**config.mk**
```make
export PLATFORM = sky130hd
export DESIGN_NAME = multichannel_moving_average_core_flat
export DESIGN_NICKNAME = d
export VERILOG_FILES = /design/src/hdl/mma_pkg.sv /design/src/hdl/mma_in_if.sv /design/src/hdl/mma_out_if.sv /design/src/hdl/multichannel_moving_average_core.sv /design/src/hdl/mma_ring_ram.sv /design/src/hdl/mma_divide.sv /design/src/flat_wrapper.sv
export VERILOG_INCLUDE_DIRS = /design/src /design/src/hdl
export SDC_FILE = /design/constraint.sdc
export NUM_CORES = 1
export LEC_CHECK = 0
export BUFFER_PORTS_ARGS = -buffer_cell sky130_fd_sc_hd__buf_2
export CORE_MARGIN = 2
export CORE_UTILIZATION = 57
export CTS_CLUSTER_DIAMETER = 60
export DETAILED_ROUTE_END_ITERATION = 8
export PLACE_DENSITY = 0.76
export SLEW_MARGIN = 20
export SYNTH_ARGS = -nofsm -noshare
export SYNTH_HDL_FRONTEND = slang
export SYNTH_SLANG_ARGS = --single-unit
```
**constraint.sdc**
```tcl
create_clock -name clk -period 3.9 [get_ports clk]
set_input_delay 0.39 -clock clk [delete_from_list [all_inputs] [get_ports clk]]
set_output_delay 0.39 -clock clk [all_outputs]
set_load 0.02 [all_outputs]
```
**src/hdl/multichannel_moving_average_core_defines.svh**
```systemverilog
// ----------------------------------------------------------------------------
// multichannel moving average: assertion macros
// Implication checks, sampled on the rising clock edge and off during reset.
// ----------------------------------------------------------------------------
`ifndef MULTICHANNEL_MOVING_AVERAGE_CORE_DEFINES_SVH
`define MULTICHANNEL_MOVING_AVERAGE_CORE_DEFINES_SVH

`ifndef SYNTHESIS

// same-cycle implication
`define MMA_ASSERT_IMP(lbl, clk, rst, ante, cons) \
  lbl: assert property (@(posedge clk) disable iff (rst) (ante) |-> (cons)) \
    else $error("moving average core: check failed");

// next-cycle implication
`define MMA_ASSERT_NXT(lbl, clk, rst, ante, cons) \
  lbl: assert property (@(posedge clk) disable iff (rst) (ante) |=> (cons)) \
    else $error("moving average core: check failed");

`else

`define MMA_ASSERT_IMP(lbl, clk, rst, ante, cons)
`define MMA_ASSERT_NXT(lbl, clk, rst, ante, cons)

`endif

`endif

```
**src/hdl/mma_pkg.sv**
```systemverilog
// ----------------------------------------------------------------------------
// mma_pkg
// Field widths shared by the moving average core and its stream interfaces.
// ----------------------------------------------------------------------------
`default_nettype none

package mma_pkg;

  localparam int SAMPLE_W  = 12;  // adc sample and ring entry width
  localparam int CHANNEL_W = 2;   // channel tag width
  localparam int AVERAGE_W = 12;  // result width

endpackage

`default_nettype wire

```
**src/hdl/mma_in_if.sv**
```systemverilog
// ----------------------------------------------------------------------------
// mma_in_if
// Sample stream: one adc sample with its channel per transaction.
// ----------------------------------------------------------------------------
`default_nettype none

interface mma_in_if
  import mma_pkg::*;
();

  logic                 valid;
  logic                 ready;
  logic [SAMPLE_W-1:0]  sample;
  logic [CHANNEL_W-1:0] channel;

  modport source (output valid, output sample, output channel, input ready);
  modport sink   (input valid, input sample, input channel, output ready);

endinterface

`default_nettype wire

```
**src/hdl/mma_out_if.sv**
```systemverilog
// ----------------------------------------------------------------------------
// mma_out_if
// Result stream: one channel average per transaction.
// ----------------------------------------------------------------------------
`default_nettype none

interface mma_out_if
  import mma_pkg::*;
();

  logic                 valid;
  logic                 ready;
  logic [AVERAGE_W-1:0] average;
  logic [CHANNEL_W-1:0] channel_out;

  modport source (output valid, output average, output channel_out, input ready);
  modport sink   (input valid, input average, input channel_out, output ready);

endinterface

`default_nettype wire

```
**src/hdl/multichannel_moving_average_core.sv**
```systemverilog
// pipeline: a sample transaction passes the read stage, the sum stage and the
//   output register before its result is presented
// throughput: one sample per cycle unless the result stream stalls, any channel
//   order, set by the ring ram's one read port (at accept) and write port (from the read stage)
// reset: positions and fill flags clear, sums load DEPTH * MID_VALUE; ring
//   entries read as MID_VALUE until the channel wraps, so no clearing pass
// ----------------------------------------------------------------------------
// multichannel_moving_average_core
// Boxcar moving average over the last DEPTH samples of each channel.
// ----------------------------------------------------------------------------
`default_nettype none

`include "multichannel_moving_average_core_defines.svh"

module multichannel_moving_average_core
  import mma_pkg::*;
#(
  parameter int CHANNELS    = 4,
  parameter int DEPTH       = 16,
  parameter int SAMPLE_BITS = 12,
  parameter int MID_VALUE   = 2048
) (
  input wire logic  clk,
  input wire logic  rst,
  mma_in_if.sink    adc,
  mma_out_if.source result
);

  localparam int CW    = (CHANNELS > 1) ? $clog2(CHANNELS) : 1;
  localparam int PW    = (DEPTH > 1) ? $clog2(DEPTH) : 1;
  localparam int AW    = CW + PW;
  localparam int SUM_W = SAMPLE_W + $clog2(DEPTH);
  localparam int EFF_BITS = (SAMPLE_BITS < SAMPLE_W) ? SAMPLE_BITS : SAMPLE_W;

  localparam logic [SAMPLE_W-1:0] SAMPLE_MASK = SAMPLE_W'((64'd1 << EFF_BITS) - 64'd1);
  localparam logic [SAMPLE_W-1:0] MID         = SAMPLE_W'(MID_VALUE);
  localparam logic [SUM_W-1:0]    SUM_RESET   = SUM_W'(DEPTH * MID_VALUE);
  localparam logic [SUM_W-1:0]    SUM_MAX     = SUM_W'(DEPTH * (2**SAMPLE_W - 1));
  localparam logic [PW-1:0]       POS_LAST    = PW'(DEPTH - 1);

  // per-channel control state
  logic [PW-1:0]       pos [CHANNELS];
  logic [CHANNELS-1:0] full;
  logic [SUM_W-1:0]    sum [CHANNELS];

  // accept side
  logic          in_acc;
  logic [CW-1:0] in_idx;
  logic          in_chv;
  logic [PW-1:0] in_pos;
  logic [AW-1:0] rd_addr;

  // read stage
  logic                 s1_valid;
  logic                 s1_adv;
  logic [SAMPLE_W-1:0]  s1_sample;
  logic [CHANNEL_W-1:0] s1_ch;
  logic [CW-1:0]        s1_idx;
  logic                 s1_chv;
  logic [AW-1:0]        s1_addr;
  logic                 s1_full;
  logic                 s1_fwd;
  logic [SAMPLE_W-1:0]  s1_fwd_data;
  logic [SAMPLE_W-1:0]  rd_data;
  logic [SAMPLE_W-1:0]  old_sample;
  logic [SUM_W-1:0]     sum_cur;
  logic [SUM_W-1:0]     sum_next;
  logic                 ram_we;

  // sum stage
  logic                 s2_valid;
  logic                 s2_adv;
  logic                 s2_free;
  logic [SUM_W-1:0]     s2_sum;
  logic [CHANNEL_W-1:0] s2_ch;
  logic [AVERAGE_W-1:0] quotient;
  logic                 out_free;

  assign in_acc  = adc.valid && adc.ready;
  assign in_idx  = CW'(adc.channel);
  assign in_chv  = 32'(adc.channel) < CHANNELS;
  assign in_pos  = in_chv ? pos[in_idx] : '0;
  assign rd_addr = {in_idx, in_pos};

  assign out_free  = !result.valid || result.ready;
  assign s2_adv    = s2_valid && out_free;
  assign s2_free   = !s2_valid || s2_adv;
  assign s1_adv    = s1_valid && s2_free;
  assign adc.ready = !s1_valid || s1_adv;

  // write position and wrap flag advance as soon as the sample is taken; the sum updates as it leaves the read stage
  always_ff @(posedge clk) begin
    if (rst) begin
      for (int i = 0; i < CHANNELS; i++) begin
        pos[i] <= '0;
        sum[i] <= SUM_RESET;
      end
      full <= '0;
    end else begin
      if (in_acc && in_chv) begin
        if (in_pos == POS_LAST) begin
          pos[in_idx]  <= '0;
          full[in_idx] <= 1'b1;
        end else begin
          pos[in_idx] <= in_pos + 1'b1;
        end
      end
      if (s1_adv && s1_chv) begin
        sum[s1_idx] <= sum_next;
      end
    end
  end

  mma_ring_ram #(
    .ADDR_W (AW),
    .DATA_W (SAMPLE_W)
  ) u_ring (
    .clk   (clk),
    .we    (ram_we),
    .waddr (s1_addr),
    .wdata (s1_sample),
    .re    (in_acc),
    .raddr (rd_addr),
    .rdata (rd_data)
  );

  always_ff @(posedge clk) begin
    if (rst) begin
      s1_valid <= 1'b0;
    end else if (adc.ready) begin
      s1_valid <= adc.valid;
    end
  end

  always_ff @(posedge clk) begin
    if (in_acc) begin
      s1_sample   <= adc.sample & SAMPLE_MASK;
      s1_ch       <= adc.channel;
      s1_idx      <= in_idx;
      s1_chv      <= in_chv;
      s1_addr     <= rd_addr;
      s1_full     <= in_chv && full[in_idx];
      // entry written in this same cycle: the ram returns the stale word
      s1_fwd      <= ram_we && (s1_addr == rd_addr);
      s1_fwd_data <= s1_sample;
    end
  end

  assign ram_we = s1_adv && s1_chv;

  always_comb begin
    if (!s1_full) begin
      old_sample = MID;
    end else if (s1_fwd) begin
      old_sample = s1_fwd_data;
    end else begin
      old_sample = rd_data;
    end
    sum_cur  = s1_chv ? sum[s1_idx] : '0;
    sum_next = sum_cur - SUM_W'(old_sample) + SUM_W'(s1_sample);
  end

  always_ff @(posedge clk) begin
    if (rst) begin
      s2_valid <= 1'b0;
    end else if (s2_free) begin
      s2_valid <= s1_valid;
    end
  end

  always_ff @(posedge clk) begin
    if (s1_adv) begin
      s2_sum <= s1_chv ? sum_next : '0;
      s2_ch  <= s1_ch;
    end
  end

  mma_divide #(
    .SUM_W (SUM_W),
    .DEPTH (DEPTH)
  ) u_divide (
    .sum      (s2_sum),
    .quotient (quotient)
  );

  always_ff @(posedge clk) begin
    if (rst) begin
      result.valid <= 1'b0;
    end else if (out_free) begin
      result.valid <= s2_valid;
    end
  end

  always_ff @(posedge clk) begin
    if (s2_adv) begin
      result.average     <= quotient;
      result.channel_out <= s2_ch;
    end
  end

  // unknown channel carries a zero average
  `MMA_ASSERT_IMP(a_bad_channel_zero, clk, rst,
    result.valid && (32'(result.channel_out) >= CHANNELS), result.average == '0)
  `MMA_ASSERT_NXT(a_accept_reaches_read, clk, rst, in_acc, s1_valid)
  // forwarding only occurs once the ring has wrapped
  `MMA_ASSERT_IMP(a_fwd_after_wrap, clk, rst, s1_valid && s1_fwd, s1_full)
  `MMA_ASSERT_IMP(a_sum_in_range, clk, rst, s2_valid, s2_sum <= SUM_MAX)

endmodule

`default_nettype wire

```
**src/hdl/mma_ring_ram.sv**
```systemverilog
// ----------------------------------------------------------------------------
// mma_ring_ram
// Simple dual-port sample ring store, one write and one registered read.
// ----------------------------------------------------------------------------
`default_nettype none

module mma_ring_ram #(
  parameter int ADDR_W = 6,
  parameter int DATA_W = 12
) (
  input  wire logic              clk,
  input  wire logic              we,
  input  wire logic [ADDR_W-1:0] waddr,
  input  wire logic [DATA_W-1:0] wdata,
  input  wire logic              re,
  input  wire logic [ADDR_W-1:0] raddr,
  output logic      [DATA_W-1:0] rdata
);

  logic [DATA_W-1:0] mem [2**ADDR_W];

  always_ff @(posedge clk) begin
    if (we) begin
      mem[waddr] <= wdata;
    end
  end

  // read before write on an address clash
  always_ff @(posedge clk) begin
    if (re) begin
      rdata <= mem[raddr];
    end
  end

endmodule

`default_nettype wire

```
**src/hdl/mma_divide.sv**
```systemverilog
// ----------------------------------------------------------------------------
// mma_divide
// Window sum divided by the window depth, by reciprocal multiplication.
// ----------------------------------------------------------------------------
`default_nettype none

module mma_divide
  import mma_pkg::*;
#(
  parameter int SUM_W = 16,
  parameter int DEPTH = 16
) (
  input  wire logic [SUM_W-1:0]     sum,
  output logic      [AVERAGE_W-1:0] quotient
);

  localparam int SHIFT  = SUM_W + $clog2(DEPTH);
  localparam int PROD_W = 2 * SUM_W + 1;
  // ceil(2^SHIFT / DEPTH) gives the exact floor quotient for any SUM_W-bit sum
  localparam logic [SUM_W:0] RECIP =
    (SUM_W + 1)'(((64'd1 << SHIFT) + 64'(DEPTH) - 64'd1) / 64'(DEPTH));

  logic [PROD_W-1:0] product;

  assign product  = PROD_W'(sum) * PROD_W'(RECIP);
  assign quotient = AVERAGE_W'(product >> SHIFT);

endmodule

`default_nettype wire
```
**src/flat_wrapper.sv**
```systemverilog
// flat-port wrapper written by rule: the top's interface ports become plain ports
module multichannel_moving_average_core_flat import mma_pkg::*;
#(
  parameter int CHANNELS    = 4,
  parameter int DEPTH       = 16,
  parameter int SAMPLE_BITS = 12,
  parameter int MID_VALUE   = 2048
)
  (clk, rst, adc_valid, adc_sample, adc_channel, adc_ready, result_valid, result_average, result_channel_out, result_ready);
  mma_in_if adc_i ();
  mma_out_if result_i ();
  input wire logic clk;
  input wire logic rst;
  input wire logic [$bits(adc_i.valid)-1:0] adc_valid;
  input wire logic [$bits(adc_i.sample)-1:0] adc_sample;
  input wire logic [$bits(adc_i.channel)-1:0] adc_channel;
  output wire logic [$bits(adc_i.ready)-1:0] adc_ready;
  output wire logic [$bits(result_i.valid)-1:0] result_valid;
  output wire logic [$bits(result_i.average)-1:0] result_average;
  output wire logic [$bits(result_i.channel_out)-1:0] result_channel_out;
  input wire logic [$bits(result_i.ready)-1:0] result_ready;
  assign adc_i.valid = adc_valid;
  assign adc_i.sample = adc_sample;
  assign adc_i.channel = adc_channel;
  assign adc_ready = adc_i.ready;
  assign result_valid = result_i.valid;
  assign result_average = result_i.average;
  assign result_channel_out = result_i.channel_out;
  assign result_i.ready = result_ready;
  multichannel_moving_average_core #(.CHANNELS(CHANNELS), .DEPTH(DEPTH), .SAMPLE_BITS(SAMPLE_BITS), .MID_VALUE(MID_VALUE)) u_core (.clk(clk), .rst(rst), .adc(adc_i), .result(result_i));
endmodule
```
==> summary.md, run 1 <==
| Metric | Value |
|---|---|
| Status | `completed` |
| Reg2Reg Setup Slack | `around 190 ps` |
| Initial antenna violation count | `3` |
| Compound-Gate Fraction of Synth Area | `0.0685` |
| Post-Synth Simple-Gate Area | `0.0972` |
| Synth Flop Type | `edfxtp_1` |
| Clk root buf | `clkbuf_16` |
| Final setup margin | `187 ps` |
| Max-slew violations | `0` |
| ANT nets after route | `0` |
| Syn Area/Cell | `~15 sq um` |
| Most frequent cells after synthesis | `edfxtp_1, nand2_1, nor2_1` |
| Via/cell ratio | `6.39` |
| GR Overflow Total | `0` |
| Synthesized area | `about 38000 sq um` |
| CP max stage delay | `490 ps` |
| Final nets | `2729` |
| Chip Width | `roughly 260 microns` |
| Final Hold Fails | `0` |
| IO Pins | `34` |
| Skew-Pair Late Insertion Delay | `650 ps` |
| Worst Skew | `26.9 ps` |
| Setup violations, final | `0` |
| Max-Cap Viols | `0` |
| GRT Total Usage | `0.287` |
| Number of CTS-inserted buffers | `slightly above 90` |
| Yosys top cell by area | `edfxtp_1` |
| Syn Nets | `2556` |
| Hold crit path type | `in2reg` |
| Drt pass-1 iters | `6` |
| Pin count of the biggest net entering global routing | `a little over 70` |
| Clock transition at path regs | `60 ps` |
| DRC | `0` |
| Synth Area in Adders | `0.0120` |
| Fin crit period | `3710 ps` |
| Worst-path fanout max | `5` |
| Initial core utilization | `0.575` |
| Register area | `27800 sq um` |
| Cell area after layout | `around 43000 sq um` |
| Cell Chain, Critical Path | `buf_4, mux4_2, inv_1, fa_1, inv_1, ha_1, a211o_1, o21a_1, o31ai_2, a211o_1, xor2_1, nor2_1` |
| Via Count | `between 20000 and 25000` |
| Vias in the first global route | `22800` |
| Count leader, synth | `edfxtp_1` |
| Main combinational cell family by area after synthesis | `simple AND/OR/NAND/NOR gates` |
| Setup TNS | `0 ps` |
| Multi-input gate area | `8910 sq um` |
| Clock sinks | `929` |
| Multiplexer share of the synthesized area | `0.0529` |
| 1st-iter DRT viols | `3483` |
| Layout cell share with drive strength beyond 1 | `0.151` |
| WP data required | `4260 ps` |
| CP bufs+invs | `3` |
| Achievable Freq | `269 MHz` |
| Port Buf Inserts | `33` |
| Dpl ws | `-43.9 ps` |
| Critical Path Sink Type | `flip-flop` |
| Unique cell type count in the Yosys netlist | `68` |
| N_diodes | `0` |
| First-pass GRT wire length | `roughly 140000 microns` |
| Crit path DAT | `roughly 4100 ps` |
| Post-Synth XOR/XNOR Area | `0.00465` |
| Syn Inst Count | `2509` |
| Synth top area cells | `edfxtp_1, nand2_1, mux4_2` |
| Critical Path Source Type | `flip-flop` |
| CP Class | `reg2reg` |
| CP max-delay cell | `mux4_2` |
| Reg2Reg Depth | `12` |
| H-tree depth | `3` |
| Maximum root-to-sink buffer count | `3` |
| FF+latch count, synth | `929` |
| Top-area cell type share of the netlist area | `0.733` |
| CTS tree | `built` |
| Filler cells | `around 4400` |
| Ratio of final minimum period to clock period | `0.952` |
| Hold path depth | `4` |
| Post-synth EDFFs | `920` |
| Slew @ Worst Pin | `~1100 ps` |
| Async SR Flop Fraction | `0` |
| Layout Area Growth over Synthesis | `13.6%` |
| Register area share after synthesis | `0.737` |
| CORE AREA | `approximately 66000 sq um` |
| Worst hold start | `result_ready` |
| Leak pwr | `14.6 nW` |
| HPWL Detailed | `60900 microns` |
| Minimum hold slack | `72.4 ps` |
| Total power | `22.8 mW` |
| WL final | `96900 microns` |
| DR WL/cell | `26.8 microns` |
| Yosys warning count | `0` |
| Worst VDD drop | `334 uV` |
| PwrDens | `531 nW/um^2` |
| Max_slew headroom | `0.260` |
| FP Rows | `94` |
| Die area | `68200 sq um` |
| Die height | `approximately 260 microns` |
| Cell Area, Placed | `39800 sq um` |
| GP Congestion | `0.925` |
| CP top delay family | `compound AO/OA/AOI/OAI gates` |
| Critical Path Stages | `12` |
## state kept, by name, summed over array words and instances, names as in the netlist, 6 cells and up, named ones only
register and flops:
u_core.result.average 12, u_core.s1_fwd_data 12, u_core.u_ring.mem 768, u_core.s2_sum 12, u_core.sum 64, u_core.s1_sample 12, u_core.u_ring.rdata 12, u_core.s1_addr 6
u_core.pos 16
## metrics by stage
step	instances	utilization
3_3_place_gp	3435	0.606
3_5_place_dp	3435	0.607
2_1_floorplan	2509	-
6_report	3620	0.653
4_1_cts	3616	0.652
5_1_grt	3620	0.653
## layout make-up
cell class / count / area share
clock buffers: 116 / 0.0565
clock inverters: 51 / 0.00993
inverters: 78 / 0.00727
multi-input cells: 1357 / 0.208
flip-flops and latches: 929 / 0.649
well taps: 864 / 0.0252
repair buffers: 225 / 0.0439
## worst paths after layout
path | to
worst max register to register | u_core.sum[3][12]$_DFFE_PP_
worst max-delay path | u_core.sum[3][12]$_DFFE_PP_
worst min register to register | u_core.result.average[11]$_DFFE_PP_
worst min-delay path | u_core.result.valid$_SDFFE_PP0P_
## where the power goes
| group | internal, mW | total, mW | switching (mW) |
|---|---|---|---|
| registers | 11.3 | 11.4 | 0.0894 |
| logic | 0.982 | 2.92 | 1.94 |
| clock network | 4.80 | 8.45 | 3.66 |
| total | 17.1 | 22.8 | 5.68 |
## timing repair
| action | 4_1_cts | 5_1_grt |
|---|---|---|
| hold endpoints to repair | 13 | 0 |
| hold buffers | 13 | 0 |
| buffers inserted | 1 | 4 |
| pin swaps | 1 | 1 |
| setup endpoints to repair | 7 | 24 |
| resized for setup | 1 | 3 |
## worst reg2reg max path: stages, from the launching register on
cell and delay [ps]:
dfxtp_2 410, buf_4 200, mux4_2 500, inv_1 90, fa_1 420, inv_1 70, ha_1 260, a211o_1 350
o21a_1 220, o31ai_2 270, a211o_1 210, xor2_1 350, nor2_1 90
## placed cells by master (no fill, tap or decap), drive strengths merged, types with 9 or more instances in the layout
master,netlist,layout
edfxtp,920,920
nand2,409,409
buf,94,212
nor2,175,175
clkbuf,51,116
nor2b,92,92
inv,77,78
a211oi,75,75
a311oi,71,71
mux2i,69,69
nand3,52,52
mux4,51,51
a21oi,44,44
clkinv,1,44
a31oi,36,36
and3,26,26
a32oi,20,20
ha,17,17
nand2b,16,16
nor3,15,15
nor4,13,13
o22ai,13,13
dlygate4sd3,0,13
mux2,13,13
fa,12,12
o21ai,11,11
xnor2,10,10
xor2,10,10
nand4,10,10
or3,9,9
dfxtp,9,9
## layer usage
metal,wire (microns),share of wire,track usage
met5,36,0.00037,0
met4,4340,0.045,0.132
met3,10200,0.11,0.0557
met2,46200,0.48,0.456
met1,36100,0.37,0.387
## kinds of logic (layout without fill, tap and decap cells)
logic type	Yosys count	count (layout)
adder cells (fa/ha/maj)	29	29
buffers and inverters	223	470
AO/OA/AOI/OAI	344	344
XOR/XNOR	20	20
flip-flops	929	929
AND/OR/NAND/NOR	831	831
multiplexers	133	133
No activity file was read; power rests on OpenSTA's default activity.
==> run 2: changes to the inputs <==
- CORE_UTILIZATION: 57 -> 59
- CTS_BUF_LIST: unset -> sky130_fd_sc_hd__clkbuf_4
- MAX_ROUTING_LAYER: unset -> met4
- PLACE_DENSITY: 0.76 -> 0.78
==> run 2 against run 1 <==
Compared with the run above: non-clock buffer count increased by 23; via count increased by 3.7%; critical path depth increased by 2; largest cell class unchanged; utilization increased by 2.7 points; flip-flop and latch count unchanged; combinational power about the same; critical path type unchanged; highest routed layer is now met4.
==> summary.md, run 2 (synthesis gave the netlist of run 1 again) <==
| Metric | Value |
|---|---|
| Most used cell, CP | `inv_1` |
| Ratio of final minimum period to clock period | `0.963 (+0.0105)` |
| PwrDens | `512 nW/um^2 (-3.6%)` |
| CP max stage delay | `490 ps (about the same)` |
| Layout Area Growth over Synthesis | `13.8%` |
| Die height | `257 microns (-1.7%)` |
| FP Rows | `92 (-2.1%)` |
| Hold crit path type | `in2reg` |
| Worst Skew | `67.6 ps (+40.7 ps)` |
| Register with the most flip-flops | `u_core.u_ring.mem` |
| Initial antenna violation count | `3 (unchanged)` |
| Dpl ws | `24.9 ps (+68.9 ps)` |
| Top flop regs | `u_core.u_ring.mem: 768 flops, u_core.sum: 64 flops, u_core.pos: 16 flops` |
| Status | `completed` |
| Crit path DAT | `4550 ps (+480 ps)` |
| Max-slew violations | `0 (unchanged)` |
| Final nets | `2879 (+5.5%)` |
| GP Congestion | `0.984 (+6.4%)` |
| CORE AREA | `63100 sq um (-3.9%)` |
| Skew-Pair Late Insertion Delay | `1130 ps (+480 ps)` |
| Critical Path Sink Type | `flip-flop` |
| H-tree depth | `4 (+1)` |
| Maximum root-to-sink buffer count | `3 (unchanged)` |
| Clock sinks | `929 (unchanged)` |
| Die area | `65900 sq um (-3.3%)` |
| HPWL Detailed | `59800 microns (-1.8%)` |
| Clk root buf | `clkbuf_4` |
| CP Class | `reg2reg` |
| Final Hold Fails | `0 (unchanged)` |
| Vias in the first global route | `23600 (+3.6%)` |
| Final setup margin | `146 ps (-41.0 ps)` |
| Worst VDD drop | `316 uV (-5.4%)` |
| Clock transition at path regs | `70 ps (about the same)` |
| Layout Cells excl Fill | `3868 (+6.9%)` |
| Commonest non-fill, non-tap cell in the layout | `edfxtp_1` |
| Number of CTS-inserted buffers | `218 (+140%)` |
| GRT Total Usage | `0.301 (+0.0148)` |
| Fin crit period | `3750 ps (+41.0 ps)` |
| Slew @ Worst Pin | `1030 ps (-76.8 ps)` |
| Cell Chain, Critical Path | `buf_12, mux4_2, inv_1, fa_1, inv_1, ha_1, nor2b_2, o31a_1, o21a_1, o31ai_2, a2111oi_0, a211oi_1, buf_4, nor2_1` |
| DR WL/cell | `24.8 microns (-7.3%)` |
| Initial core utilization | `0.598 (+0.0232)` |
| Cell area after layout | `42900 sq um (+0.12%)` |
| ANT nets after route | `0 (unchanged)` |
| Chip Width | `257 microns (-1.7%)` |
| Layout cell share with drive strength beyond 1 | `0.213 (+0.0618)` |
| Max-Cap Viols | `0 (unchanged)` |
| First-pass GRT wire length | `142000 microns (-0.38%)` |
| Max FFs per register | `768 (unchanged)` |
| Minimum hold slack | `54.3 ps (-18.1 ps)` |
| 1st-iter DRT viols | `3368 (-3.3%)` |
| DRC | `0 (unchanged)` |
| Cell Area, Placed | `39800 sq um (about the same)` |
| Critical Path Source Type | `flip-flop` |
| Total power | `22.0 mW (-3.5%)` |
| CP top delay family | `compound AO/OA/AOI/OAI gates` |
| Via Count | `24000 (+3.7%)` |
| CTS tree | `built` |
| Setup violations, final | `0 (unchanged)` |
| Max_slew headroom | `0.311 (+0.0512)` |
| RSZ-0062 raised after global routing | `false` |
| Achievable Freq | `266 MHz (-1.1%)` |
| Worst-path fanout max | `12 (+7)` |
| Leak pwr | `15.0 nW (+2.3%)` |
| Pin count of the biggest net entering global routing | `90 (+27%)` |
| IO Pins | `34 (unchanged)` |
| Commonest non-fill, non-tap cells in the layout | `edfxtp_1, nand2_1, clkbuf_4` |
| CP bufs+invs | `4 (+1)` |
| WP data required | `4700 ps (+440 ps)` |
| GR Overflow Total | `0 (unchanged)` |
| CP max-delay cell | `mux4_2` |
| WL final | `95900 microns (-0.99%)` |
| Drt pass-1 iters | `6 (unchanged)` |
| Port Buf Inserts | `33 (unchanged)` |
| Setup TNS | `0 ps (unchanged)` |
| Final Core Density | `0.680 (+0.0272)` |
| Via/cell ratio | `6.20 (-3.0%)` |
| Placed insts | `3430 (-0.15%)` |
run 2: cell types whose count changed in the layout (fill, tap and decap cells not counted), sizes merged, moves of 4 or more:
cell,change
bufinv,-4
buf,+14
dlygate4sd3,+9
diode,+9
clkbuf,+197
clkinv,+38
run 2: where the power goes:
| part | switching, mW | internal, mW |
|---|---|---|
| combinational | 1.92 | 0.993 |
| clock | 3.84 | 3.84 |
| sequential | 0.0765 | 11.3 |
| total | 5.84 | 16.1 |
run 2: path summary, 6_finish.rpt:
check / depth (start not counted) / slack, ps / from / to
setup / recovery: 14 / 150 / flip-flop / u_core.sum[3][14]$_DFFE_PP_
setup reg to reg: 14 / 150 / flip-flop / u_core.sum[3][14]$_DFFE_PP_
hold / removal: 2 / 50 / adc_sample[9] / u_core.s1_sample[9]$_DFFE_PP_
hold reg to reg: 0 / 420 / u_core.s2_sum[4]$_DFFE_PP_ / u_core.result.average[0]$_DFFE_PP_
run 2: final cells by class:
type | count | area [sq um]
Antenna cell | 9 | 22.5
Clock buffer | 313 | 2350
Clock inverter | 88 | 418
Fill cell | 4207 | 20200
Inverter | 78 | 312
Multi-Input combinational cell | 1357 | 8930
Sequential cell | 929 | 27800
Tap cell | 846 | 1060
Timing Repair Buffer | 248 | 2000
run 2: repair_timing:
action | 4_1_cts | 5_1_grt
buffers inserted | 0 | 6
gates resized for setup | 0 | 9
endpoints found under the setup margin | 0 | 36
hold endpoints to repair | 61 | 0
hold buffers | 22 | 0
run 2: layer usage:
layer	share of wire	up-vias	global-route usage
met5	0	-	-
met3	0.12	253	0.0775
met1	0.36	11700	0.387
li1	-	10400	-
met4	0.042	0	0.139
met2	0.47	1669	0.455
